==> src/rtl/core/ctsv_pkg.sv <==
package ctsv_pkg;

  // Deepest block nesting allowed; the 8-bit counter caps it at 255.
  localparam int unsigned MaxDepth = 255;
  localparam logic [7:0] DepthLimit = (MaxDepth < 255) ? 8'(MaxDepth) : 8'd255;

  // Result queue between front and back.
  localparam int unsigned QDepth = 4;
  localparam int unsigned QPtrW = $clog2(QDepth);

  localparam logic [7:0] ChOpen    = 8'h7B;  // {
  localparam logic [7:0] ChClose   = 8'h7D;  // }
  localparam logic [7:0] ChHash    = 8'h23;  // #
  localparam logic [7:0] ChSemi    = 8'h3B;  // ;
  localparam logic [7:0] ChSquote  = 8'h27;  // '
  localparam logic [7:0] ChDquote  = 8'h22;  // "
  localparam logic [7:0] ChSpace   = 8'h20;
  localparam logic [7:0] ChTab     = 8'h09;
  localparam logic [7:0] ChNewline = 8'h0A;
  localparam logic [7:0] ChReturn  = 8'h0D;

  typedef enum logic [2:0] {
    LX_WS      = 3'd0,
    LX_WORD    = 3'd1,
    LX_SQ      = 3'd2,
    LX_DQ      = 3'd3,
    LX_COMMENT = 3'd4
  } lex_state_e;

  typedef enum logic [2:0] {
    PK_START = 3'd0,
    PK_WORD  = 3'd1,
    PK_OPEN  = 3'd2,
    PK_CLOSE = 3'd3,
    PK_END   = 3'd4
  } tok_kind_e;

  typedef enum logic [2:0] {
    EV_CHAR   = 3'd0,
    EV_TOKEND = 3'd1,
    EV_OPEN   = 3'd2,
    EV_CLOSE  = 3'd3,
    EV_STMT   = 3'd4,
    EV_ACCEPT = 3'd5,
    EV_ERROR  = 3'd6
  } event_e;

  typedef struct packed {
    logic [7:0] byte_value;
    logic       end_of_input;
  } in_item_t;

  typedef struct packed {
    logic [2:0] event_res;
    logic [7:0] char_value;
    logic       starts_statement;
    logic [7:0] depth;
    logic       last_of_item;
  } out_item_t;

  // One queue entry carries all results of one input beat.
  typedef struct packed {
    out_item_t first;
    out_item_t second;
    logic      two;
  } q_entry_t;

  function automatic out_item_t mk_res(event_e ev, logic [7:0] ch, logic ss,
                                       logic [7:0] dep);
    out_item_t r;
    r.event_res        = ev;
    r.char_value       = ch;
    r.starts_statement = ss;
    r.depth            = dep;
    r.last_of_item     = 1'b0;
    return r;
  endfunction

endpackage

==> src/rtl/core/ctsv_front.sv <==
module ctsv_front (
  input  logic              clk_i,
  input  logic              rst_ni,
  input  logic              in_valid_i,
  input  ctsv_pkg::in_item_t in_item_i,
  output logic              in_ready_o,
  input  logic              q_full_i,
  output logic              push_o,
  output ctsv_pkg::q_entry_t entry_o
);
  import ctsv_pkg::*;

  lex_state_e lx_q, lx_d;
  tok_kind_e  pk_q, pk_d;
  logic [7:0] dep_q, dep_d;
  logic       err_q, err_d;

  logic [7:0] c;
  logic       is_ws, is_term, accept;

  // between-token handling
  tok_kind_e  bt_pk, bt_pk_d;
  lex_state_e bt_lx;
  logic [7:0] bt_dep;
  logic       bt_valid, bt_err;
  out_item_t  bt_res;

  logic       n_any, n_two;
  out_item_t  r0, r1;
  tok_kind_e  eoi_pk;

  assign c       = in_item_i.byte_value;
  assign is_ws   = (c == ChSpace) || (c == ChTab) || (c == ChNewline) || (c == ChReturn);
  assign is_term = is_ws || (c == ChSemi) || (c == ChOpen) || (c == ChClose);
  assign in_ready_o = !q_full_i;
  assign accept  = in_valid_i && !q_full_i;

  always_comb begin
    bt_pk    = (lx_q == LX_WORD) ? PK_WORD : pk_q;
    bt_valid = 1'b1;
    bt_res   = mk_res(EV_ERROR, 8'd0, 1'b0, dep_q);
    bt_lx    = LX_WS;
    bt_pk_d  = bt_pk;
    bt_dep   = dep_q;
    bt_err   = 1'b0;
    if (c == ChOpen) begin
      if (bt_pk != PK_WORD || dep_q >= DepthLimit) begin
        bt_err = 1'b1;
      end else begin
        bt_dep  = dep_q + 8'd1;
        bt_pk_d = PK_OPEN;
        bt_res  = mk_res(EV_OPEN, 8'd0, 1'b0, bt_dep);
      end
    end else if (c == ChClose) begin
      if ((bt_pk != PK_END && bt_pk != PK_CLOSE) || dep_q == 8'd0) begin
        bt_err = 1'b1;
      end else begin
        bt_dep  = dep_q - 8'd1;
        bt_pk_d = PK_CLOSE;
        bt_res  = mk_res(EV_CLOSE, 8'd0, 1'b0, bt_dep);
      end
    end else if (c == ChSemi) begin
      if (bt_pk != PK_WORD) begin
        bt_err = 1'b1;
      end else begin
        bt_pk_d = PK_END;
        bt_res  = mk_res(EV_STMT, 8'd0, 1'b0, dep_q);
      end
    end else if (c == ChHash) begin
      bt_lx    = LX_COMMENT;
      bt_valid = 1'b0;
    end else if (c == ChDquote) begin
      bt_lx  = LX_DQ;
      bt_res = mk_res(EV_CHAR, c, 1'b0, dep_q);
    end else if (c == ChSquote) begin
      bt_lx  = LX_SQ;
      bt_res = mk_res(EV_CHAR, c, 1'b0, dep_q);
    end else if (is_ws) begin
      bt_valid = 1'b0;
    end else begin
      bt_lx  = LX_WORD;
      bt_res = mk_res(EV_CHAR, c, 1'b0, dep_q);
    end
  end

  always_comb begin
    lx_d  = lx_q;
    pk_d  = pk_q;
    dep_d = dep_q;
    err_d = err_q;
    n_any = 1'b0;
    n_two = 1'b0;
    r0    = mk_res(EV_ERROR, 8'd0, 1'b0, dep_q);
    r1    = mk_res(EV_ERROR, 8'd0, 1'b0, dep_q);
    eoi_pk = (lx_q == LX_WORD) ? PK_WORD : pk_q;
    if (err_q) begin
      n_any = 1'b1;
    end else if (in_item_i.end_of_input) begin
      n_any = 1'b1;
      if (lx_q == LX_SQ || lx_q == LX_DQ) begin
        err_d = 1'b1;
      end else begin
        if (lx_q == LX_WORD) begin
          // open word is closed first; the end check then fails
          r0    = mk_res(EV_TOKEND, 8'd0, pk_q != PK_WORD, dep_q);
          n_two = 1'b1;
          lx_d  = LX_WS;
          pk_d  = PK_WORD;
          err_d = 1'b1;
        end else if ((eoi_pk == PK_START || eoi_pk == PK_END || eoi_pk == PK_CLOSE) &&
                     dep_q == 8'd0) begin
          lx_d  = LX_WS;
          pk_d  = PK_START;
          dep_d = 8'd0;
          r0    = mk_res(EV_ACCEPT, 8'd0, 1'b0, 8'd0);
        end else begin
          err_d = 1'b1;
        end
      end
    end else begin
      unique case (lx_q)
        LX_WORD: begin
          if (is_term) begin
            r0    = mk_res(EV_TOKEND, 8'd0, pk_q != PK_WORD, dep_q);
            n_any = 1'b1;
            n_two = bt_valid || bt_err;
            r1    = bt_res;
            lx_d  = bt_lx;
            pk_d  = bt_pk_d;
            dep_d = bt_dep;
            err_d = bt_err;
          end else begin
            n_any = 1'b1;
            r0    = mk_res(EV_CHAR, c, 1'b0, dep_q);
          end
        end
        LX_SQ, LX_DQ: begin
          n_any = 1'b1;
          r0    = mk_res(EV_CHAR, c, 1'b0, dep_q);
          if ((lx_q == LX_SQ && c == ChSquote) || (lx_q == LX_DQ && c == ChDquote)) begin
            n_two = 1'b1;
            r1    = mk_res(EV_TOKEND, 8'd0, pk_q != PK_WORD, dep_q);
            pk_d  = PK_WORD;
            lx_d  = LX_WS;
          end
        end
        LX_COMMENT: begin
          if (c == ChNewline || c == ChReturn) begin
            lx_d = LX_WS;
          end
        end
        default: begin
          n_any = bt_valid || bt_err;
          r0    = bt_res;
          lx_d  = bt_lx;
          pk_d  = bt_pk_d;
          dep_d = bt_dep;
          err_d = bt_err;
        end
      endcase
    end
    r0.last_of_item = !n_two;
    r1.last_of_item = 1'b1;
  end

  assign push_o        = accept && n_any;
  assign entry_o.first  = r0;
  assign entry_o.second = r1;
  assign entry_o.two    = n_two;

  always_ff @(posedge clk_i or negedge rst_ni) begin
    if (!rst_ni) begin
      lx_q  <= LX_WS;
      pk_q  <= PK_START;
      dep_q <= 8'd0;
      err_q <= 1'b0;
    end else if (accept) begin
      lx_q  <= lx_d;
      pk_q  <= pk_d;
      dep_q <= dep_d;
      err_q <= err_d;
    end
  end

endmodule

==> src/rtl/core/ctsv_queue.sv <==
module ctsv_queue (
  input  logic               clk_i,
  input  logic               rst_ni,
  input  logic               push_i,
  input  ctsv_pkg::q_entry_t entry_i,
  output logic               full_o,
  input  logic               pop_i,
  output logic               empty_o,
  output ctsv_pkg::q_entry_t head_o
);
  import ctsv_pkg::*;

  q_entry_t          mem_q [QDepth];
  logic [QPtrW-1:0]  wr_q, rd_q;
  logic [QPtrW:0]    cnt_q;

  assign full_o  = (cnt_q == (QPtrW+1)'(QDepth));
  assign empty_o = (cnt_q == '0);
  assign head_o  = mem_q[rd_q];

  always_ff @(posedge clk_i) begin
    if (push_i) begin
      mem_q[wr_q] <= entry_i;
    end
  end

  always_ff @(posedge clk_i or negedge rst_ni) begin
    if (!rst_ni) begin
      wr_q  <= '0;
      rd_q  <= '0;
      cnt_q <= '0;
    end else begin
      if (push_i) begin
        wr_q <= wr_q + QPtrW'(1);
      end
      if (pop_i) begin
        rd_q <= rd_q + QPtrW'(1);
      end
      case ({push_i, pop_i})
        2'b10:   cnt_q <= cnt_q + (QPtrW+1)'(1);
        2'b01:   cnt_q <= cnt_q - (QPtrW+1)'(1);
        default: cnt_q <= cnt_q;
      endcase
    end
  end

endmodule

==> src/rtl/core/ctsv_back.sv <==
module ctsv_back (
  input  logic                clk_i,
  input  logic                rst_ni,
  input  logic                q_empty_i,
  input  ctsv_pkg::q_entry_t  q_head_i,
  output logic                pop_o,
  output logic                out_valid_o,
  input  logic                out_ready_i,
  output ctsv_pkg::out_item_t out_item_o
);
  import ctsv_pkg::*;

  logic      out_valid_q, sec_valid_q;
  out_item_t out_q, sec_q;
  logic      slot_free;

  // output slot takes a new result when empty or being drained
  assign slot_free   = !out_valid_q || out_ready_i;
  assign pop_o       = slot_free && !sec_valid_q && !q_empty_i;
  assign out_valid_o = out_valid_q;
  assign out_item_o  = out_q;

  always_ff @(posedge clk_i or negedge rst_ni) begin
    if (!rst_ni) begin
      out_valid_q <= 1'b0;
      sec_valid_q <= 1'b0;
    end else if (slot_free) begin
      if (sec_valid_q) begin
        out_valid_q <= 1'b1;
        sec_valid_q <= 1'b0;
      end else begin
        out_valid_q <= !q_empty_i;
        sec_valid_q <= !q_empty_i && q_head_i.two;
      end
    end
  end

  always_ff @(posedge clk_i) begin
    if (slot_free) begin
      if (sec_valid_q) begin
        out_q <= sec_q;
      end else if (!q_empty_i) begin
        out_q <= q_head_i.first;
        sec_q <= q_head_i.second;
      end
    end
  end

endmodule

==> src/rtl/core/config_token_stream_validator_top.sv <==
// Streaming lexer and grammar check for a block-structured configuration
// text. Feed the text one byte per beat, then one beat with end_of_input set.
// Each input beat yields zero, one or two result beats (token character,
// token end, block open/close, statement end, accepted, error); the last
// result of a beat carries last_of_item. The input side takes one byte per
// cycle while the queue is not full: the front lexer classifies a byte
// combinationally and drops its results into a four-entry queue. The back
// side hands out one result per cycle through an output register while
// out_ready_i is high, so a byte that ends a token and also gives a second
// event (';', '{', '}', closing quote, end after a word) yields two results;
// the queue soaks that up and in_ready_o drops only when it fills. The
// first result of a byte is stored in the queue and then in the output
// register before it is valid on the output. Once an error is reported
// every later beat returns one error result until reset. Block depth is
// limited to MaxDepth in the package (at most 255).
module config_token_stream_validator_top (
  input  logic                clk_i,
  input  logic                rst_ni,
  input  logic                in_valid_i,
  output logic                in_ready_o,
  input  ctsv_pkg::in_item_t  in_item_i,
  output logic                out_valid_o,
  input  logic                out_ready_i,
  output ctsv_pkg::out_item_t out_item_o
);
  import ctsv_pkg::*;

  logic     q_full, q_empty, push, pop;
  q_entry_t entry, head;

  ctsv_front u_front (
    .clk_i      (clk_i),
    .rst_ni     (rst_ni),
    .in_valid_i (in_valid_i),
    .in_item_i  (in_item_i),
    .in_ready_o (in_ready_o),
    .q_full_i   (q_full),
    .push_o     (push),
    .entry_o    (entry)
  );

  ctsv_queue u_queue (
    .clk_i   (clk_i),
    .rst_ni  (rst_ni),
    .push_i  (push),
    .entry_i (entry),
    .full_o  (q_full),
    .pop_i   (pop),
    .empty_o (q_empty),
    .head_o  (head)
  );

  ctsv_back u_back (
    .clk_i       (clk_i),
    .rst_ni      (rst_ni),
    .q_empty_i   (q_empty),
    .q_head_i    (head),
    .pop_o       (pop),
    .out_valid_o (out_valid_o),
    .out_ready_i (out_ready_i),
    .out_item_o  (out_item_o)
  );

endmodule

==> config.mk <==
export PLATFORM = sky130hd
export DESIGN_NAME = config_token_stream_validator_top
export DESIGN_NICKNAME = d
export VERILOG_FILES = /design/src/rtl/core/ctsv_pkg.sv /design/src/rtl/core/ctsv_front.sv /design/src/rtl/core/ctsv_queue.sv /design/src/rtl/core/ctsv_back.sv /design/src/rtl/core/config_token_stream_validator_top.sv
export SDC_FILE = /design/constraint.sdc
export NUM_CORES = 1
export LEC_CHECK = 0
export BUFFER_PORTS_ARGS = -buffer_cell sky130_fd_sc_hd__buf_4
export CELL_PAD_IN_SITES_DETAIL_PLACEMENT = 1
export CELL_PAD_IN_SITES_GLOBAL_PLACEMENT = 1
export CORE_AREA = 2 2 138 241
export CTS_CLUSTER_DIAMETER = 100
export DETAILED_ROUTE_END_ITERATION = 10
export DIE_AREA = 0 0 140 243
export HOLD_SLACK_MARGIN = 0.06
export PLACE_DENSITY = 0.54
export SLEW_MARGIN = 20
export SYNTH_ARGS = -nofsm -noshare
export SYNTH_HDL_FRONTEND = slang
export SYNTH_SLANG_ARGS = --single-unit
export TNS_END_PERCENT = 50
==> constraint.sdc <==
create_clock -name clk_i -period 7.23 [get_ports clk_i]
set_input_delay 1.0845 -clock clk_i [delete_from_list [all_inputs] [get_ports clk_i]]
set_output_delay 1.0845 -clock clk_i [all_outputs]
set_load 0.02 [all_outputs]
==> results.tsv, run 1 <==
stage	metric	value	unit
outcome	status	finished, violations left	
outcome	violations	DRC	
clock_tree	clkSinkCount	233	
clock_tree	cts-resized-gates	0	
synthesis	netlist.area_leader.share	0.599	
sta	rsz0062_at_grt	no	
synthesis	synth_edf_count	209	
sta	hold_viol	0	
power	p_leak	4.13	nW
sta	post-route-period-util	0.444	
floorplan	initial_core_util	0.326	
drt	post_drt_wl_per_cell	22.1	um
setup_path	crit_family	adder cells	
global_routing	grt_pass1_vias	6807	
min_path	holdCritPathClass	in -> async	
synthesis	yosysUniqueCellTypes	76	
synthesis	synthFlopType	edfxtp_1	
finish	n_antenna_cell	0	
floorplan	floorplan.die.height	243	um
setup_path	crit_chain	buf_4, nor3_2, a21boi_2, maj3_1, a21oi_2, inv_1, ha_1, inv_1, fa_1, xor2_1, nor2_1, xor2_1	
floorplan	die_w	140	um
power	design_power_total	4.73	mW
setup_path	cp_slowest_cell	a21boi_2	
global_routing	grt_pass1_wl	39600	um
setup_path	worst_ep_required_time	7.65	ns
finish	nets	755	
clock_tree	postCtsSetupRepairBufs	0	
setup_path	cpPeakStageDelay	0.44	ns
synthesis	yosysMostFrequentCell	edfxtp_1	
synthesis	synth_area_leaders	edfxtp_1, mux4_2, dfrtp_1	
synthesis	syn_area	10500	um2
global_routing	globalRouteTotalUtil	0.152	
setup_path	path_class	in -> reg	
sta	fmax	312	MHz
synthesis	synth.avg_cell_area	15.6	um2
clock_tree	ctsHoldBuffers	0	
place	place_congestion	0.835	
synthesis	ys_top_cells_by_count	edfxtp_1, mux4_2, nand2_1, nor2_1, dfrtp_1	
power	vdd_ir_drop_max	0.174	mV
synthesis	synth-seq-cells	233	
floorplan	ioPinCount	36	
setup_path	r2r_start	u_front.lx_q[2]$_DFFE_PN0P_	
global_routing	overflow	0	
drt	vias_per_cell	5.22	
setup_path	worst-path-buf-inv	3	
place	port_buffers	35	
global_routing	antenna_found_initial	0	
synthesis	syn_inst	670	
setup_path	critPathCaptureType	flop	
clock_tree	root_buffer	clkbuf_16	
setup_path	r2r_setup_slack	4.23	ns
sta	worst_pin_slew	0.986	ns
drt	dr.pass1.iters	9	
flow_run	drv_cap	0	
drt	first_iter_violations	230	
finish	drive_gt1_frac	0.222	
clock_tree	htreeDepth	1	
sta	maxSlewViolCount	0	
sta	setup_viol_count_final	0	
floorplan	die_area	34000	um2
synthesis	yosysSeqAreaShare	0.656	
drt	wl	25400	um
setup_path	timing.rr.end	u_queue.mem_q[3][3]$_DFFE_PP_	
clock_tree	clk_latency	0.51	ns
power	cellPowerDensity	397	nW/um2
sta	min_period	3.21	ns
sta	tns	0	ns
synthesis	yosys_warnings	0	
synthesis	async_flop_share	0.103	
sta	skew	0.00923	ns
finish	area_delta_synth_final	13.9	%
sta	max_slew_margin	0.337	
drt	ant_nets	0	
place	dp_hpwl	17300	um
clock_tree	max-clock-path-buffers	3	
finish	fillers	3250	
synthesis	synth_top_cell_by_area	edfxtp_1	
clock_tree	tritoncts	built	
clock_tree	path_clk_slew	0.06	ns
drt	vias	5988	
global_routing	grt_max_degree	45	
setup_path	arrival	3.63	ns
floorplan	num_rows	87	
setup_path	reg2reg_depth	7	
floorplan	coreArea	32100	um2
setup_path	crit_fanout	8	
setup_path	worstSetupStartpointType	input pin	
clock_tree	cts-buffers-inserted	22	
drt	drc_errors	1	
[stage by stage]
stage	utilization	hold WS [ns]	area, um2	worst slack, ns	std cells
6_report	0.372	0.490	11900	4.02	1148
5_1_grt	0.372	0.491	11900	3.79	1148
4_1_cts	0.372	0.486	11900	4.04	1148
3_5_place_dp	0.351	0.513	11300	3.52	1109
3_3_place_gp	0.351	0.503	11300	3.59	1109
2_1_floorplan	-	0.476	10600	3.46	701
[layer usage]
layer | vias to the layer above | track usage | share of wire
met2 | 120 | 0.295 | 0.56
met1 | 3082 | 0.161 | 0.37
met3 | 58 | 0.0134 | 0.025
met4 | 0 | 0.0793 | 0.049
li1 | 2728 | - | -
met5 | - | 0 | 0
[layout make-up]
| class | count | area, um2 | share of cell area |
|---|---|---|---|
| clock buffer | 26 | 587 | 0.0492 |
| tap | 400 | 500 | 0.0419 |
| sequential | 233 | 6880 | 0.576 |
| inverter | 15 | 56.3 | 0.00472 |
| clock inverter | 13 | 71.3 | 0.00597 |
| timing repair buffer | 46 | 345 | 0.0289 |
| multi-input combinational | 415 | 3500 | 0.293 |
[state kept, by name, indices dropped and copies added, names as in the netlist]
| name | cells |
|---|---|
| u_queue.mem_q | 168 |
| u_back.out_item_o | 21 |
| u_back.sec_q | 20 |
| u_front.dep_q | 8 |
| u_front.lx_q | 3 |
| u_front.pk_q | 3 |
| u_queue.cnt_q | 3 |
| u_queue.rd_q | 2 |
| u_queue.wr_q | 2 |
| u_back.out_valid_o | 1 |
| u_back.sec_valid_q | 1 |
| u_front.err_q | 1 |
[report_power, final]
group | total [mW] | internal (mW) | switching, mW
Sequential | 2.16 | 1.99 | 0.174
Combinational | 1.50 | 0.638 | 0.862
Clock | 1.07 | 0.584 | 0.490
Total | 4.73 | 3.21 | 1.53
[layout by cell type, fill, tap and decap left out, drive strengths merged, types with 4 or more instances in the layout]
master,Yosys,layout
o22ai,7,7
edfxtp,209,209
mux2,31,31
nor3,12,12
o21ai,19,19
nor3b,7,7
nand4,6,6
mux4,42,42
a21oi,18,18
dfrtp,24,24
nor2b,6,6
clkbuf,19,26
nand3b,4,4
buf,19,46
nand2b,9,9
a211oi,4,4
nand3,17,17
conb,1,32
xnor2,8,8
xor2,8,8
clkinv,0,10
nor2,33,33
ha,8,8
and2,16,16
a31oi,7,7
nor4,7,7
and3b,4,4
or2,4,4
nand2,37,37
inv,15,18
o211ai,5,5
and4,5,5
mux2i,10,10
[how the worst max path moves through the flow]
stage	cells past startpoint	from	slack, ns	endpoint
floorplan	7	in_item_i[6]	3.46	u_queue.mem_q[0][0]$_DFFE_PP_
global placement	12	in_item_i[7]	3.59	u_queue.cnt_q[2]$_DFFE_PN0P_
detailed placement	12	in_item_i[7]	3.52	u_queue.cnt_q[2]$_DFFE_PN0P_
CTS	12	in_item_i[7]	4.04	u_queue.cnt_q[2]$_DFFE_PN0P_
global route	12	in_item_i[5]	3.79	u_queue.cnt_q[2]$_DFFE_PN0P_
finish	12	in_item_i[7]	4.02	u_queue.cnt_q[2]$_DFFE_PN0P_
[kinds of logic (layout without fill, tap and decap cells)]
logic type,count (synthesis),count (layout),share of synthesized area
AO/OA/AOI/OAI,96,96,0.0692
XOR/XNOR,16,16,0.0134
adder cells (fa/ha/maj),10,10,0.0124
buffers and inverters,53,100,0.0226
flip-flops,233,233,0.656
multiplexers,83,83,0.133
other,1,32,0.000358
AND/OR/NAND/NOR,178,178,0.0929
Power figures use the tool's default switching activity.
==> run 2: changes to the inputs <==
Clock period 7.23 ns to 3.2 ns, I/O delays scaled along.
==> run 2 against run 1 <==
Compared with the run above: the run now ends clean; cell count up 1.6%; non-clock buffer count up 17; utilization up 0.89 points; wire length up 1.4%; combinational power up 130%; total power up 130%; clock skew about the same; critical path depth down 5; largest cell class unchanged.
==> results.tsv, run 2 (synthesis results as in run 1) <==
stage	metric	value	unit
setup_path	arrival	3.11	ns
clock_tree	cts-resized-gates	0	
drt	ant_nets	0	
floorplan	coreArea	32100	um2
finish	largest_reg_flops	168	
floorplan	ioPinCount	36	
finish	final_common_cell	edfxtp_1	
clock_tree	path_clk_slew	0.06	ns
setup_path	worst-path-buf-inv	0	
global_routing	globalRouteTotalUtil	0.155	
finish	final_cell_mix	edfxtp_1, buf_4, mux4_2, nand2_1	
setup_path	critPathCaptureType	flop	
setup_path	cp_num_cells	7	
place	place_congestion	0.842	
sta	skew	0.00885	ns
setup_path	cpPeakStageDelay	0.51	ns
clock_tree	clkSinkCount	233	
sta	tns	0	ns
setup_path	worstSetupStartpointType	flop	
drt	drc_errors	0	
finish	area_delta_synth_final	16.6	%
setup_path	worst_ep_required_time	3.48	ns
power	p_leak	4.26	nW
setup_path	reg2reg_depth	7	
setup_path	crit_fanout	9	
setup_path	crit_chain	ha_1, and4_1, a22oi_4, and2_1, nor2_1, o31a_1, a31oi_1	
global_routing	grt_pass1_vias	6911	
min_path	worstHoldPathCells	3	
floorplan	num_rows	87	
finish	nets	772	
clock_tree	tritoncts	built	
drt	first_iter_violations	316	
outcome	status	complete, no violations	
power	vdd_ir_drop_max	0.359	mV
sta	setup_viol_count_final	0	
clock_tree	max-clock-path-buffers	3	
floorplan	initial_core_util	0.326	
clock_tree	clk_latency	0.51	ns
sta	hold_viol	0	
finish	drive_gt1_frac	0.239	
clock_tree	cts-buffers-inserted	22	
power	cellPowerDensity	905	nW/um2
finish	regMostFlops	u_queue.mem_q	
sta	rsz0062_at_grt	no	
sta	min_period	2.83	ns
sta	fmax	353	MHz
flow_run	drv_cap	0	
finish	fin_util	0.381	
drt	post_drt_wl_per_cell	22.1	um
sta	worst_pin_slew	0.825	ns
global_routing	grt_max_degree	45	
setup_path	path_class	reg -> reg	
place	dp_hpwl	17800	um
setup_path	crit_family	simple AND/OR/NAND/NOR gates	
global_routing	grt_pass1_wl	40000	um
global_routing	antenna_found_initial	0	
floorplan	floorplan.die.height	243	um
global_routing	overflow	0	
floorplan	die_area	34000	um2
clock_tree	htreeDepth	1	
drt	wl	25700	um
drt	vias	6068	
place	port_buffers	35	
finish	n_antenna_cell	0	
setup_path	cp_slowest_cell	dfrtp_1	
min_path	holdCritPathClass	in -> reg	
clock_tree	postCtsSetupRepairBufs	0	
drt	vias_per_cell	5.20	
finish	fillers	3237	
sta	post-route-period-util	0.884	
floorplan	die_w	140	um
sta	max_slew_margin	0.445	
drt	dr.pass1.iters	6	
sta	maxSlewViolCount	0	
clock_tree	root_buffer	clkbuf_16	
[run 2: cell count changes in the layout (fill, tap and decap cells not counted), sizes merged]
cell         delta
buf            +16
bufinv          +3
clkbuf          +6
clkinv          -7
dlygate4sd3     +1
inv             -1
[run 2: stage by stage]
step | hold WS, ns | cells | total power [mW] | setup slack (ns) | cell area, um2
5_1_grt | 0.345 | 1166 | 11.7 | 0.184 | 12200
6_report | 0.347 | 1166 | 11.1 | 0.370 | 12200
3_3_place_gp | 0.425 | 1125 | 8.41 | 0.345 | 11500
2_1_floorplan | 0.184 | 701 | 7.23 | 0.0382 | 10600
4_1_cts | 0.321 | 1166 | 11.3 | 0.390 | 12200
3_5_place_dp | 0.429 | 1125 | 8.57 | 0.245 | 11500
[run 2: path summary, 6_finish.rpt]
path | startpoint | to | slack (ns)
setup / recovery | u_front.dep_q[0]$_DFFE_PN0P_ | u_queue.mem_q[0][24]$_DFFE_PP_ | 0.37
hold / removal | out_ready_i | u_back.out_valid_o$_DFFE_PN0N_ | 0.35
setup reg to reg | u_front.dep_q[0]$_DFFE_PN0P_ | u_queue.mem_q[0][24]$_DFFE_PP_ | 0.37
hold reg to reg | u_queue.cnt_q[2]$_DFFE_PN0P_ | u_queue.cnt_q[2]$_DFFE_PN0P_ | 0.53
max in group asynchronous | rst_ni | u_queue.rd_q[0]$_DFFE_PN0P_ | 2.44
min in group asynchronous | rst_ni | u_front.dep_q[4]$_DFFE_PN0P_ | 0.44
[run 2: what timing repair did]
action / CTS / global route
hold buffers: 1 / 0
hold endpoints to repair: 24 / 0
setup endpoints to repair: 0 / 0
[run 2: final cells by class]
cell class	count	area (um2)	area share
sequential	233	6880	0.563
multi-input combinational	415	3500	0.286
clock buffer	32	619	0.0507
timing repair buffer	63	551	0.0450
tap	400	500	0.0409
clock inverter	8	120	0.00983
inverter	15	56.3	0.00461
[run 2: routing by layer]
layer	vias up	global-route usage	share of wire
li1	2760	-	-
met1	3138	0.160	0.36
met2	124	0.308	0.57
met3	46	0.0156	0.027
met4	0	0.0695	0.040
met5	-	0	0
[run 2: worst reg2reg max path: stages (launching register included)]
cell	delay [ns]
dfrtp_1	0.51
ha_1	0.36
and4_1	0.31
a22oi_4	0.20
and2_1	0.44
nor2_1	0.17
o31a_1	0.33
a31oi_1	0.30
[run 2: report_power, final]
| part | total [mW] | internal [mW] | switching, mW | leakage [nW] |
|---|---|---|---|---|
| sequential | 4.90 | 4.48 | 0.417 | 2.20 |
| combinational | 3.52 | 1.55 | 1.97 | 1.71 |
| clock | 2.65 | 1.59 | 1.06 | 0.359 |
